==> src/hdl/biou_pkg.sv <==
package biou_pkg;

  localparam int COORD_BITS = 12;
  localparam int FRAC_BITS  = 16;

  localparam int AREA_W  = 2 * COORD_BITS;
  localparam int UNI_W   = AREA_W + 1;
  localparam int RATIO_W = FRAC_BITS + 1;

  typedef logic [COORD_BITS-1:0] coord_t;
  typedef logic [AREA_W-1:0]     area_t;
  typedef logic [UNI_W-1:0]      uni_t;
  typedef logic [RATIO_W-1:0]    ratio_t;

  // Word carried down the divider chain.
  typedef struct packed {
    uni_t   rem;    // partial remainder, below div unless the union is empty
    logic   lsb;    // next dividend bit to shift in (zero after first cell)
    uni_t   div;    // union area
    ratio_t quo;    // quotient bits so far
    logic   empty;  // union area is zero
  } div_word_t;

endpackage

==> src/hdl/biou_ifs.sv <==
interface biou_in_if;
  import biou_pkg::*;
  logic   valid;
  logic   ready;
  coord_t a_left;
  coord_t a_top;
  coord_t a_width;
  coord_t a_height;
  coord_t b_left;
  coord_t b_top;
  coord_t b_width;
  coord_t b_height;

  modport source (output valid, a_left, a_top, a_width, a_height,
                  b_left, b_top, b_width, b_height, input ready);
  modport sink   (input valid, a_left, a_top, a_width, a_height,
                  b_left, b_top, b_width, b_height, output ready);
endinterface

interface biou_out_if;
  import biou_pkg::*;
  logic   valid;
  logic   ready;
  ratio_t ratio;
  logic   union_empty;

  modport source (output valid, ratio, union_empty, input ready);
  modport sink   (input valid, ratio, union_empty, output ready);
endinterface

==> src/hdl/biou_front.sv <==
module biou_front (
  input  logic                clk,
  input  logic                rst_n,
  biou_in_if.sink             in_ch,
  output logic                dn_valid,
  input  logic                dn_ready,
  output biou_pkg::div_word_t dn_word
);
  import biou_pkg::*;

  // Clipped overlap of [lo1, lo1+len1) and [lo2, lo2+len2).
  function automatic coord_t span_overlap(coord_t lo1, coord_t len1,
                                          coord_t lo2, coord_t len2);
    logic [COORD_BITS:0] hi1;
    logic [COORD_BITS:0] hi2;
    logic [COORD_BITS:0] lo;
    logic [COORD_BITS:0] hi;
    logic [COORD_BITS:0] d;
    hi1 = {1'b0, lo1} + {1'b0, len1};
    hi2 = {1'b0, lo2} + {1'b0, len2};
    lo  = (lo1 > lo2) ? {1'b0, lo1} : {1'b0, lo2};
    hi  = (hi1 < hi2) ? hi1 : hi2;
    d   = hi - lo;
    return (hi > lo) ? d[COORD_BITS-1:0] : '0;
  endfunction

  // stage A: overlaps
  logic   va_r;
  coord_t ox_r, oy_r, aw_r, ah_r, bw_r, bh_r;
  // stage B: areas
  logic   vb_r;
  area_t  inter_r, area_a_r, area_b_r;
  // stage C: union and divider seed
  logic      vc_r;
  div_word_t word_r;

  logic en_a, en_b, en_c;
  uni_t uni_nxt;

  assign en_c = !vc_r || dn_ready;
  assign en_b = !vb_r || en_c;
  assign en_a = !va_r || en_b;
  assign in_ch.ready = en_a;

  assign uni_nxt = {1'b0, area_a_r} + {1'b0, area_b_r} - {1'b0, inter_r};

  always_ff @(posedge clk) begin
    if (!rst_n) begin
      va_r <= 1'b0;
      vb_r <= 1'b0;
      vc_r <= 1'b0;
    end else begin
      if (en_a) va_r <= in_ch.valid;
      if (en_b) vb_r <= va_r;
      if (en_c) vc_r <= vb_r;
    end
  end

  always_ff @(posedge clk) begin
    if (en_a) begin
      ox_r <= span_overlap(in_ch.a_left, in_ch.a_width, in_ch.b_left, in_ch.b_width);
      oy_r <= span_overlap(in_ch.a_top, in_ch.a_height, in_ch.b_top, in_ch.b_height);
      aw_r <= in_ch.a_width;
      ah_r <= in_ch.a_height;
      bw_r <= in_ch.b_width;
      bh_r <= in_ch.b_height;
    end
    if (en_b) begin
      inter_r  <= ox_r * oy_r;
      area_a_r <= aw_r * ah_r;
      area_b_r <= bw_r * bh_r;
    end
    if (en_c) begin
      // high dividend bits give remainder inter/2; inter[0] is the next bit
      word_r.rem   <= UNI_W'(inter_r[AREA_W-1:1]);
      word_r.lsb   <= inter_r[0];
      word_r.div   <= uni_nxt;
      word_r.quo   <= '0;
      word_r.empty <= (uni_nxt == '0);
    end
  end

  assign dn_valid = vc_r;
  assign dn_word  = word_r;

endmodule

==> src/hdl/biou_div_cell.sv <==
module biou_div_cell (
  input  logic                clk,
  input  logic                rst_n,
  input  logic                up_valid,
  output logic                up_ready,
  input  biou_pkg::div_word_t up_word,
  output logic                dn_valid,
  input  logic                dn_ready,
  output biou_pkg::div_word_t dn_word
);
  import biou_pkg::*;

  logic            v_r;
  div_word_t       word_r;
  logic            en;
  logic [UNI_W:0]  trial;
  logic [UNI_W:0]  diff;
  logic            fits;
  div_word_t       word_nxt;

  assign en       = !v_r || dn_ready;
  assign up_ready = en;

  // one restoring-division step
  always_comb begin
    trial = {up_word.rem, up_word.lsb};
    diff  = trial - {1'b0, up_word.div};
    fits  = (trial >= {1'b0, up_word.div});
    word_nxt       = up_word;
    word_nxt.rem   = fits ? diff[UNI_W-1:0] : trial[UNI_W-1:0];
    word_nxt.lsb   = 1'b0;
    word_nxt.quo   = {up_word.quo[RATIO_W-2:0], fits};
  end

  always_ff @(posedge clk) begin
    if (!rst_n) begin
      v_r <= 1'b0;
    end else if (en) begin
      v_r <= up_valid;
    end
  end

  always_ff @(posedge clk) begin
    if (en) begin
      word_r <= word_nxt;
    end
  end

  assign dn_valid = v_r;
  assign dn_word  = word_r;

endmodule

==> src/hdl/box_iou_unit.sv <==
// Pipeline: 3 + RATIO_W register stages (20 at 16 fraction bits) for
//   overlap, areas, union, then one cell of the divider chain per
//   quotient bit.
// Throughput: one word per cycle; each stage holds its word while stalled.
// Reset: synchronous, active low; clears every valid bit, payload is not reset.
module box_iou_unit (
  input  logic       clk,
  input  logic       rst_n,
  biou_in_if.sink    in_ch,
  biou_out_if.source out_ch
);
  import biou_pkg::*;

  // Chain links: index 0 is the front end output, index RATIO_W the last cell.
  logic      link_valid [RATIO_W+1];
  logic      link_ready [RATIO_W+1];
  div_word_t link_word  [RATIO_W+1];

  // Overlap, area products and union, three register stages.
  biou_front u_front (
    .clk      (clk),
    .rst_n    (rst_n),
    .in_ch    (in_ch),
    .dn_valid (link_valid[0]),
    .dn_ready (link_ready[0]),
    .dn_word  (link_word[0])
  );

  // Divider: one cell per quotient bit, MSB first. Each cell shifts the
  // partial remainder left, subtracts the union when it fits and shifts
  // the resulting bit into the quotient.
  for (genvar i = 0; i < RATIO_W; i++) begin : g_cell
    biou_div_cell u_cell (
      .clk      (clk),
      .rst_n    (rst_n),
      .up_valid (link_valid[i]),
      .up_ready (link_ready[i]),
      .up_word  (link_word[i]),
      .dn_valid (link_valid[i+1]),
      .dn_ready (link_ready[i+1]),
      .dn_word  (link_word[i+1])
    );
  end

  // The last cell is the output register. With a zero union every trial
  // subtract "fits", so the quotient is masked to zero there.
  assign link_ready[RATIO_W] = out_ch.ready;
  assign out_ch.valid        = link_valid[RATIO_W];
  assign out_ch.union_empty  = link_word[RATIO_W].empty;
  assign out_ch.ratio        = link_word[RATIO_W].empty ? '0 : link_word[RATIO_W].quo;

endmodule

==> src/flat_wrapper.sv <==
// flat-port wrapper written by rule: the top's interface ports become plain ports
module box_iou_unit_flat import biou_pkg::*;
  (clk, rst_n, in_ch_valid, in_ch_a_left, in_ch_a_top, in_ch_a_width, in_ch_a_height, in_ch_b_left, in_ch_b_top, in_ch_b_width, in_ch_b_height, in_ch_ready, out_ch_valid, out_ch_ratio, out_ch_union_empty, out_ch_ready);
  biou_in_if in_ch_i ();
  biou_out_if out_ch_i ();
  input  logic clk;
  input  logic rst_n;
  input wire logic [$bits(in_ch_i.valid)-1:0] in_ch_valid;
  input wire logic [$bits(in_ch_i.a_left)-1:0] in_ch_a_left;
  input wire logic [$bits(in_ch_i.a_top)-1:0] in_ch_a_top;
  input wire logic [$bits(in_ch_i.a_width)-1:0] in_ch_a_width;
  input wire logic [$bits(in_ch_i.a_height)-1:0] in_ch_a_height;
  input wire logic [$bits(in_ch_i.b_left)-1:0] in_ch_b_left;
  input wire logic [$bits(in_ch_i.b_top)-1:0] in_ch_b_top;
  input wire logic [$bits(in_ch_i.b_width)-1:0] in_ch_b_width;
  input wire logic [$bits(in_ch_i.b_height)-1:0] in_ch_b_height;
  output wire logic [$bits(in_ch_i.ready)-1:0] in_ch_ready;
  output wire logic [$bits(out_ch_i.valid)-1:0] out_ch_valid;
  output wire logic [$bits(out_ch_i.ratio)-1:0] out_ch_ratio;
  output wire logic [$bits(out_ch_i.union_empty)-1:0] out_ch_union_empty;
  input wire logic [$bits(out_ch_i.ready)-1:0] out_ch_ready;
  assign in_ch_i.valid = in_ch_valid;
  assign in_ch_i.a_left = in_ch_a_left;
  assign in_ch_i.a_top = in_ch_a_top;
  assign in_ch_i.a_width = in_ch_a_width;
  assign in_ch_i.a_height = in_ch_a_height;
  assign in_ch_i.b_left = in_ch_b_left;
  assign in_ch_i.b_top = in_ch_b_top;
  assign in_ch_i.b_width = in_ch_b_width;
  assign in_ch_i.b_height = in_ch_b_height;
  assign in_ch_ready = in_ch_i.ready;
  assign out_ch_valid = out_ch_i.valid;
  assign out_ch_ratio = out_ch_i.ratio;
  assign out_ch_union_empty = out_ch_i.union_empty;
  assign out_ch_i.ready = out_ch_ready;
  box_iou_unit u_core (.clk(clk), .rst_n(rst_n), .in_ch(in_ch_i), .out_ch(out_ch_i));
endmodule
==> config.mk <==
export PLATFORM = sky130hd
export DESIGN_NAME = box_iou_unit_flat
export DESIGN_NICKNAME = d
export VERILOG_FILES = /design/src/hdl/biou_pkg.sv /design/src/hdl/biou_ifs.sv /design/src/hdl/biou_front.sv /design/src/hdl/biou_div_cell.sv /design/src/hdl/box_iou_unit.sv /design/src/flat_wrapper.sv
export SDC_FILE = /design/constraint.sdc
export NUM_CORES = 2
export LEC_CHECK = 0
export ABC_CLOCK_PERIOD_IN_PS = 13650
export BUFFER_PORTS_ARGS = -buffer_cell sky130_fd_sc_hd__buf_2
export CORE_MARGIN = 5
export CORE_UTILIZATION = 64
export DETAILED_ROUTE_END_ITERATION = 6
export PLACE_DENSITY = 0.81
export SETUP_SLACK_MARGIN = 0.15
export SYNTH_ARGS = -nofsm -noshare
export SYNTH_HDL_FRONTEND = slang
export SYNTH_SLANG_ARGS = --single-unit
==> constraint.sdc <==
create_clock -name clk -period 13.65 [get_ports clk]
set_clock_uncertainty 0.15 [all_clocks]
set_input_delay 2.73 -clock clk [delete_from_list [all_inputs] [get_ports clk]]
set_output_delay 2.73 -clock clk [all_outputs]
set_load 0.01 [all_outputs]
After elaboration in Yosys (flattened, before gate mapping)
Cells that the tools add are included.
{"block": "classes", "n_bitwise": 0, "n_shift": 0, "order_cmp": 23, "reduce_logical": 41, "n_mux": 21, "n_div": 0, "n_eq_ne": 0, "add_sub_neg": 24, "multipliers": 3}
{"operator": "$ge A26 B25 Y1", "n": 16}
{"operator": "$mux W25", "n": 15}
{"operator": "$sub A25 B25 Y25", "n": 15}
{"operator": "$mul A12 B12 Y24", "n": 3}
{"operator": "$add A12 B12 Y13", "n": 4}
{"operator": "$gt A13 B12 Y1", "n": 2}
{"operator": "$lt A13 B13 Y1", "n": 2}
{"operator": "$mux W13", "n": 2}
{"operator": "$add A24 B24 Y25", "n": 1}
{"operator": "$ge A24 B25 Y1", "n": 1}
{"operator": "$logic_not A25 Y1", "n": 1}
{"operator": "$sub A24 B25 Y25", "n": 1}
{"operator": "$sub A25 B24 Y25", "n": 1}
{"operator": "$gt A12 B12 Y1", "n": 2}
{"operator": "$mux W12", "n": 2}
{"operator": "$mux W24", "n": 1}
{"operator": "$sub A12 B12 Y12", "n": 2}
{"operator": "$logic_not A1 Y1", "n": 20}
{"operator": "$logic_or A1 B1 Y1", "n": 20}
{"operator": "$mux W17", "n": 1}
{"block": "totals", "ramBits": 0, "memories": 0, "romBits": 0, "word_cells": 227, "ff_bits": 1184, "output_inout_bits": 20, "inputBits": 100, "latch_bits": 0}

Longest topological paths before layout
{"block": "logic_depth", "depth_word": 21, "depth_mapped": 31, "mapped_depth_nobuf": 30}

Modules after synthesis
Synthesis repeated with hierarchy kept, for this count alone.
{"block": "hier_totals", "hier_cells": 8400, "area_unflattened_um2": 93776.2}
{"module": "biou_div_cell (u_core.g_cell[0].u_cell ...)", "n_inst": 14, "area_per_inst_um2": 3937.5, "cells_each": 328, "seq_area_each_um2": 2062.0}
{"module": "biou_front", "n_inst": 1, "area_per_inst_um2": 26711.9, "cells_each": 2813, "seq_area_each_um2": 5885.6}
{"module": "biou_div_cell (u_core.g_cell[15].u_cell)", "n_inst": 1, "area_per_inst_um2": 3962.6, "cells_each": 313, "seq_area_each_um2": 2062.0}
{"module": "biou_div_cell (u_core.g_cell[1].u_cell)", "n_inst": 1, "area_per_inst_um2": 3940.0, "cells_each": 340, "seq_area_each_um2": 2062.0}
{"module": "biou_div_cell (u_core.g_cell[16].u_cell)", "n_inst": 1, "area_per_inst_um2": 3901.2, "cells_each": 324, "seq_area_each_um2": 2062.0}
{"module": "box_iou_unit", "n_inst": 1, "area_per_inst_um2": 135.1, "cells_each": 18, "seq_area_each_um2": 0.0}

Worst setup path before layout
Ideal clock, no wire load.
{"block": "synth_path", "kind": "input port to output port", "startpoint": "input out_ch_ready", "endpoint": "output in_ch_ready", "slack_ns": 2.213, "t_required_ns": 10.770, "arrival_ns": 8.557, "cell_stages": 10, "cell_sequence": "nor2b_1 -> and2_1 -> inv_1 -> nor2_1 -> and2_0 -> inv_1 -> nor3_1 -> and3_1 -> and2_1 -> nand3_1"}
{"block": "synth_via", "elab_chain_cells": 20}
{"element": "from (decl)", "line_no": "flat_wrapper.sv:21", "text": "input wire logic [$bits(out_ch_i.ready)-1:0] out_ch_ready;"}
{"element": "$logic_or A1 B1 Y1 (2 in series)", "line_no": "biou_div_cell.sv:21", "text": "assign en = !v_r || dn_ready;"}
{"element": "via u_core.g_cell[14].u_cell.dn_ready", "line_no": "biou_div_cell.sv:8", "text": "input logic dn_ready,"}
{"element": "$logic_or A1 B1 Y1 (4 in series)", "line_no": "biou_div_cell.sv:21"}
{"element": "via u_core.g_cell[10].u_cell.dn_ready", "line_no": "biou_div_cell.sv:8"}
{"element": "$logic_or A1 B1 Y1 (11 in series)", "line_no": "biou_div_cell.sv:21"}
{"element": "$logic_or A1 B1 Y1", "line_no": "biou_front.sv:40", "text": "assign en_c = !vc_r || dn_ready;"}
{"element": "$logic_or A1 B1 Y1", "line_no": "biou_front.sv:41", "text": "assign en_b = !vb_r || en_c;"}
{"element": "$logic_or A1 B1 Y1", "line_no": "biou_front.sv:42", "text": "assign en_a = !va_r || en_b;"}
{"element": "to (decl)", "line_no": "flat_wrapper.sv:17", "text": "output wire logic [$bits(in_ch_i.ready)-1:0] in_ch_ready;"}
The timed path passes the listed nets, and every way through them passes these cells.

Worst setup path after layout
{"block": "layout_path", "startpoint": "input in_ch_b_height[1]", "endpoint": "register u_core.u_front.oy_r[2] (data pin)"}
{"block": "layout_via", "elab_chain_cells": 4, "elab_cells_between_ends": 5}
{"element": "from (decl)", "line_no": "flat_wrapper.sv:16", "text": "input wire logic [$bits(in_ch_i.b_height)-1:0] in_ch_b_height;"}
{"element": "$add A12 B12 Y13 (*)", "line_no": "biou_front.sv:20", "text": "hi2 = {1'b0, lo2} + {1'b0, len2};"}
{"element": "$lt A13 B13 Y1", "line_no": "biou_front.sv:22", "text": "hi = (hi1 < hi2) ? hi1 : hi2;"}
{"element": "$mux W13 (*)", "line_no": "biou_front.sv:22"}
{"element": "$sub A12 B12 Y12 / $gt A13 B12 Y1 (equally long branches)", "line_no": "biou_front.sv:23, biou_front.sv:24"}
{"element": "to (signal assigned)", "line_no": "biou_front.sv:62", "text": "oy_r <= span_overlap(in_ch.a_top, in_ch.a_height, in_ch.b_top, in_ch.b_height);"}
{"element": "to (decl)", "line_no": "biou_front.sv:29", "text": "coord_t ox_r, oy_r, aw_r, ah_r, bw_r, bh_r;"}
Every way passes the cells marked *; elsewhere a longest branch is shown, timed or not.
A chain may end at the register's enable or synchronous reset.

==> metrics.md <==
| Metric | Value |
|---|---|
| Status | `finished, final reports clean` |
| Post-synthesis sequential area ratio | `43.6%` |
| CP Max Fanout | `18` |
| Worst EP required | `13950 ps` |
| Largest net degree at the start of global routing | `73` |
| Hold Crit Class | `reg2reg` |
| Die Area | `134000 um2` |
| Most frequent cells in the layout | `edfxtp_1 (1164), inv_1 (1141), ha_1 (752)` |
| Initial DRC count | `4775` |
| Hold_buf cts | `0` |
| Critical Path AT | `9630 ps` |
| Hold Path Depth | `0` |
| Mapped Cells | `7558` |
| Max Clk Rate | `107 MHz` |
| TritonCTS Sinks | `1184` |
| Reg-to-reg endpoint | `u_core.u_front.inter_r[23]` |
| CP dominant cell by count | `o21ai_0` |
| Top area cells in the synthesized netlist | `edfxtp_1 (43%), ha_1 (12%), fa_1 (8.5%), inv_1 (5.3%), nand2_1 (2.9%)` |
| Yosys warning total | `0` |
| Critical path type | `in2reg` |
| CP max stage delay | `780 ps` |
| Root buffer cell | `clkbuf_16` |
| Die W | `366 um` |
| Setup crit end kind | `register` |
| CTS resizes | `0` |
| Worst Tran Pin Value | `1300 ps` |
| Syn_area_per_cell | `10.7 um2` |
| Overall Global Routing Usage | `28.4%` |
| Final core occ | `70.0%` |
| CTS H-tree lvls | `4` |
| Fillers | `8875` |
| Core area | `126000 um2` |
| Slowest stage cell on the critical path | `mux2i_1` |
| Synth Register Bits | `1184` |
| Number of global-route vias before repair | `57065` |
| Fin nets | `8894` |
| Hold endpoint | `u_core.g_cell[8].u_cell.dn_word[9]` |
| Mapped cell area | `81100 um2` |
| Routed via count | `56788` |
| Post-route cell area | `88000 um2` |
| CTS buffer count | `132` |
| Top FF cell, synth | `edfxtp_1` |
| Reg clk slew, reported paths | `60 ps` |
| Syn Nets | `8756` |
| Die height | `366 um` |
| Post-CTS Setup Inserts | `0` |
| Area of the multi-input gates | `41000 um2` |
| Place WS | `3710 ps` |
| Initial Utilization | `64.5%` |
| Most common cell after layout, fill and taps aside | `edfxtp_1` |
| Final setup fails | `0` |
| Reg-to-reg critical path startpoint | `u_core.u_front.ox_r[3]` |
| RePlAce Congestion | `0.929` |
| Cell variety after synth | `85` |
| WL/cell | `20.3 um` |
| Share of Yosys cell area claimed by the top area cell type | `43.1%` |
| Routed Antenna Nets | `0` |
| CP startpoint kind | `primary input` |
| Setup_tns | `0 ps` |
| Layout area overhead | `8.55%` |
| Post-synth EDFFs | `1164` |
| CTS tree | `yes` |
| Post-DP HPWL | `148 mm` |
| Final worst slack | `4310 ps` |
| Sequential cell area | `35400 um2` |
| Placement-stage cell area | `83500 um2` |
| Fraction of final layout cells sized beyond drive strength 1 | `7.76%` |
| DR DRC count | `0` |
| Clock Latency Late Sink | `780 ps` |
| Site Rows | `130` |
| Initial antenna violation count | `4` |
| Synth area leader | `edfxtp_1` |
| Synth async-reset ratio | `0%` |
| Final hold viol count | `0` |
| R2r setup slk | `7140 ps` |
| Slew Limit Fails | `0` |
| Vias per std cell | `6.01` |
| Max cap viols | `0` |
| I/O Pins | `120` |
| First drt pass iteration count | `6` |
| Port bufs | `119` |
| R2R cell count | `21` |
| Unrepaired setup endpoints after global routing | `no` |
| First-pass GRT wire length | `305 mm` |
| Fin crit period | `9340 ps` |
| Origin of the worst min-delay path | `u_core.g_cell[7].u_cell.dn_word[8]` |
| Final wirelength | `192 mm` |
| Tcrit/Tclk final | `68.4%` |
| Grt ovf | `0` |
| Slew margin rel. | `13.1%` |
| CTS Buffer Depth | `3` |
[cell type report]
class	count	share of cell area (%)
multi-input combinational	5077	46.5
sequential	1184	40.2
inverter	1150	4.90
clock buffer	153	3.90
tap	1650	2.35
clock inverter	90	1.19
timing repair buffer	151	0.949
antenna	1	0.00284
[state kept, by name, indices dropped and copies added (netlist names)]
| name | flops |
|---|---|
| u_core.u_front.ah_r | 12 |
| u_core.u_front.oy_r | 12 |
| u_core.u_front.bh_r | 12 |
| u_core.u_front.dn_valid | 1 |
| u_core.u_front.area_b_r | 24 |
| u_core.u_front.inter_r | 24 |
| u_core.u_front.va_r | 1 |
| u_core.u_front.dn_word | 50 |
| u_core.g_cell.u_cell.dn_valid | 17 |
| u_core.u_front.vb_r | 1 |
| u_core.u_front.bw_r | 12 |
| u_core.g_cell.u_cell.dn_word | 970 |
| u_core.u_front.aw_r | 12 |
| u_core.u_front.ox_r | 12 |
| u_core.u_front.area_a_r | 24 |
[metrics by stage]
step | instances | hold WS [ps]
floorplan | 7558 | 250
global placement | 9212 | 250
detailed placement | 9212 | 255
CTS | 9455 | 265
global route | 9455 | 271
finish | 9456 | 266
[cell usage after synthesis (138+ instances only)]
cell and number:
a21o_1 196, a21oi_1 400, clkbuf_1 138, ha_1 752
edfxtp_1 1164, and2_1 189, inv_1 1150, xor2_1 157
nand2_1 635, nor2_1 374, mux2_2 168, fa_1 346
o21ai_0 353, xnor2_1 266
[worst max-delay path, delay by kind of cell]
family | cells | cell delay, ps
adder cells (fa/ha/maj) | 4 | 1310
multiplexers | 1 | 780
XOR/XNOR | 1 | 200
AO/OA/AOI/OAI | 19 | 4020
AND/OR/NAND/NOR | 4 | 480
buffers and inverters | 1 | 110
[logic make-up after synthesis]
family | share of synthesized area, %
muxes | 2.94
and+or+nand+nor | 11.0
DFF | 43.6
buffers and inverters | 6.01
AOI/OAI and AO/OA | 11.7
xor gates and xnor gates | 4.57
adders and majority gates | 20.2
[worst max-delay path by stage]
stage                       from                endpoint  slack, ps  cells past startpoint
6_report       in_ch_b_height[1]  u_core.u_front.oy_r[2]       4310                     30
5_1_grt        in_ch_b_height[1]  u_core.u_front.oy_r[2]       3820                     30
4_1_cts        in_ch_b_height[1]  u_core.u_front.oy_r[2]       4450                     30
3_5_place_dp   in_ch_b_height[1]  u_core.u_front.oy_r[2]       3710                     30
3_3_place_gp   in_ch_a_height[1]  u_core.u_front.oy_r[2]       3660                     30
2_1_floorplan       out_ch_ready             in_ch_ready       2210                     10
[layer usage]
metal  vias up  global-route usage (%)  part of all wire, %
li1      26614                       -                    -
met1     27669                    37.7                   41
met2      2049                    47.9                   48
met3       452                    4.05                  7.0
met4         4                    10.8                  4.0
met5         -                       0                0.015
Power is not shown: default switching activity piles up to over one toggle a cycle in this logic, so the estimate is an artifact.
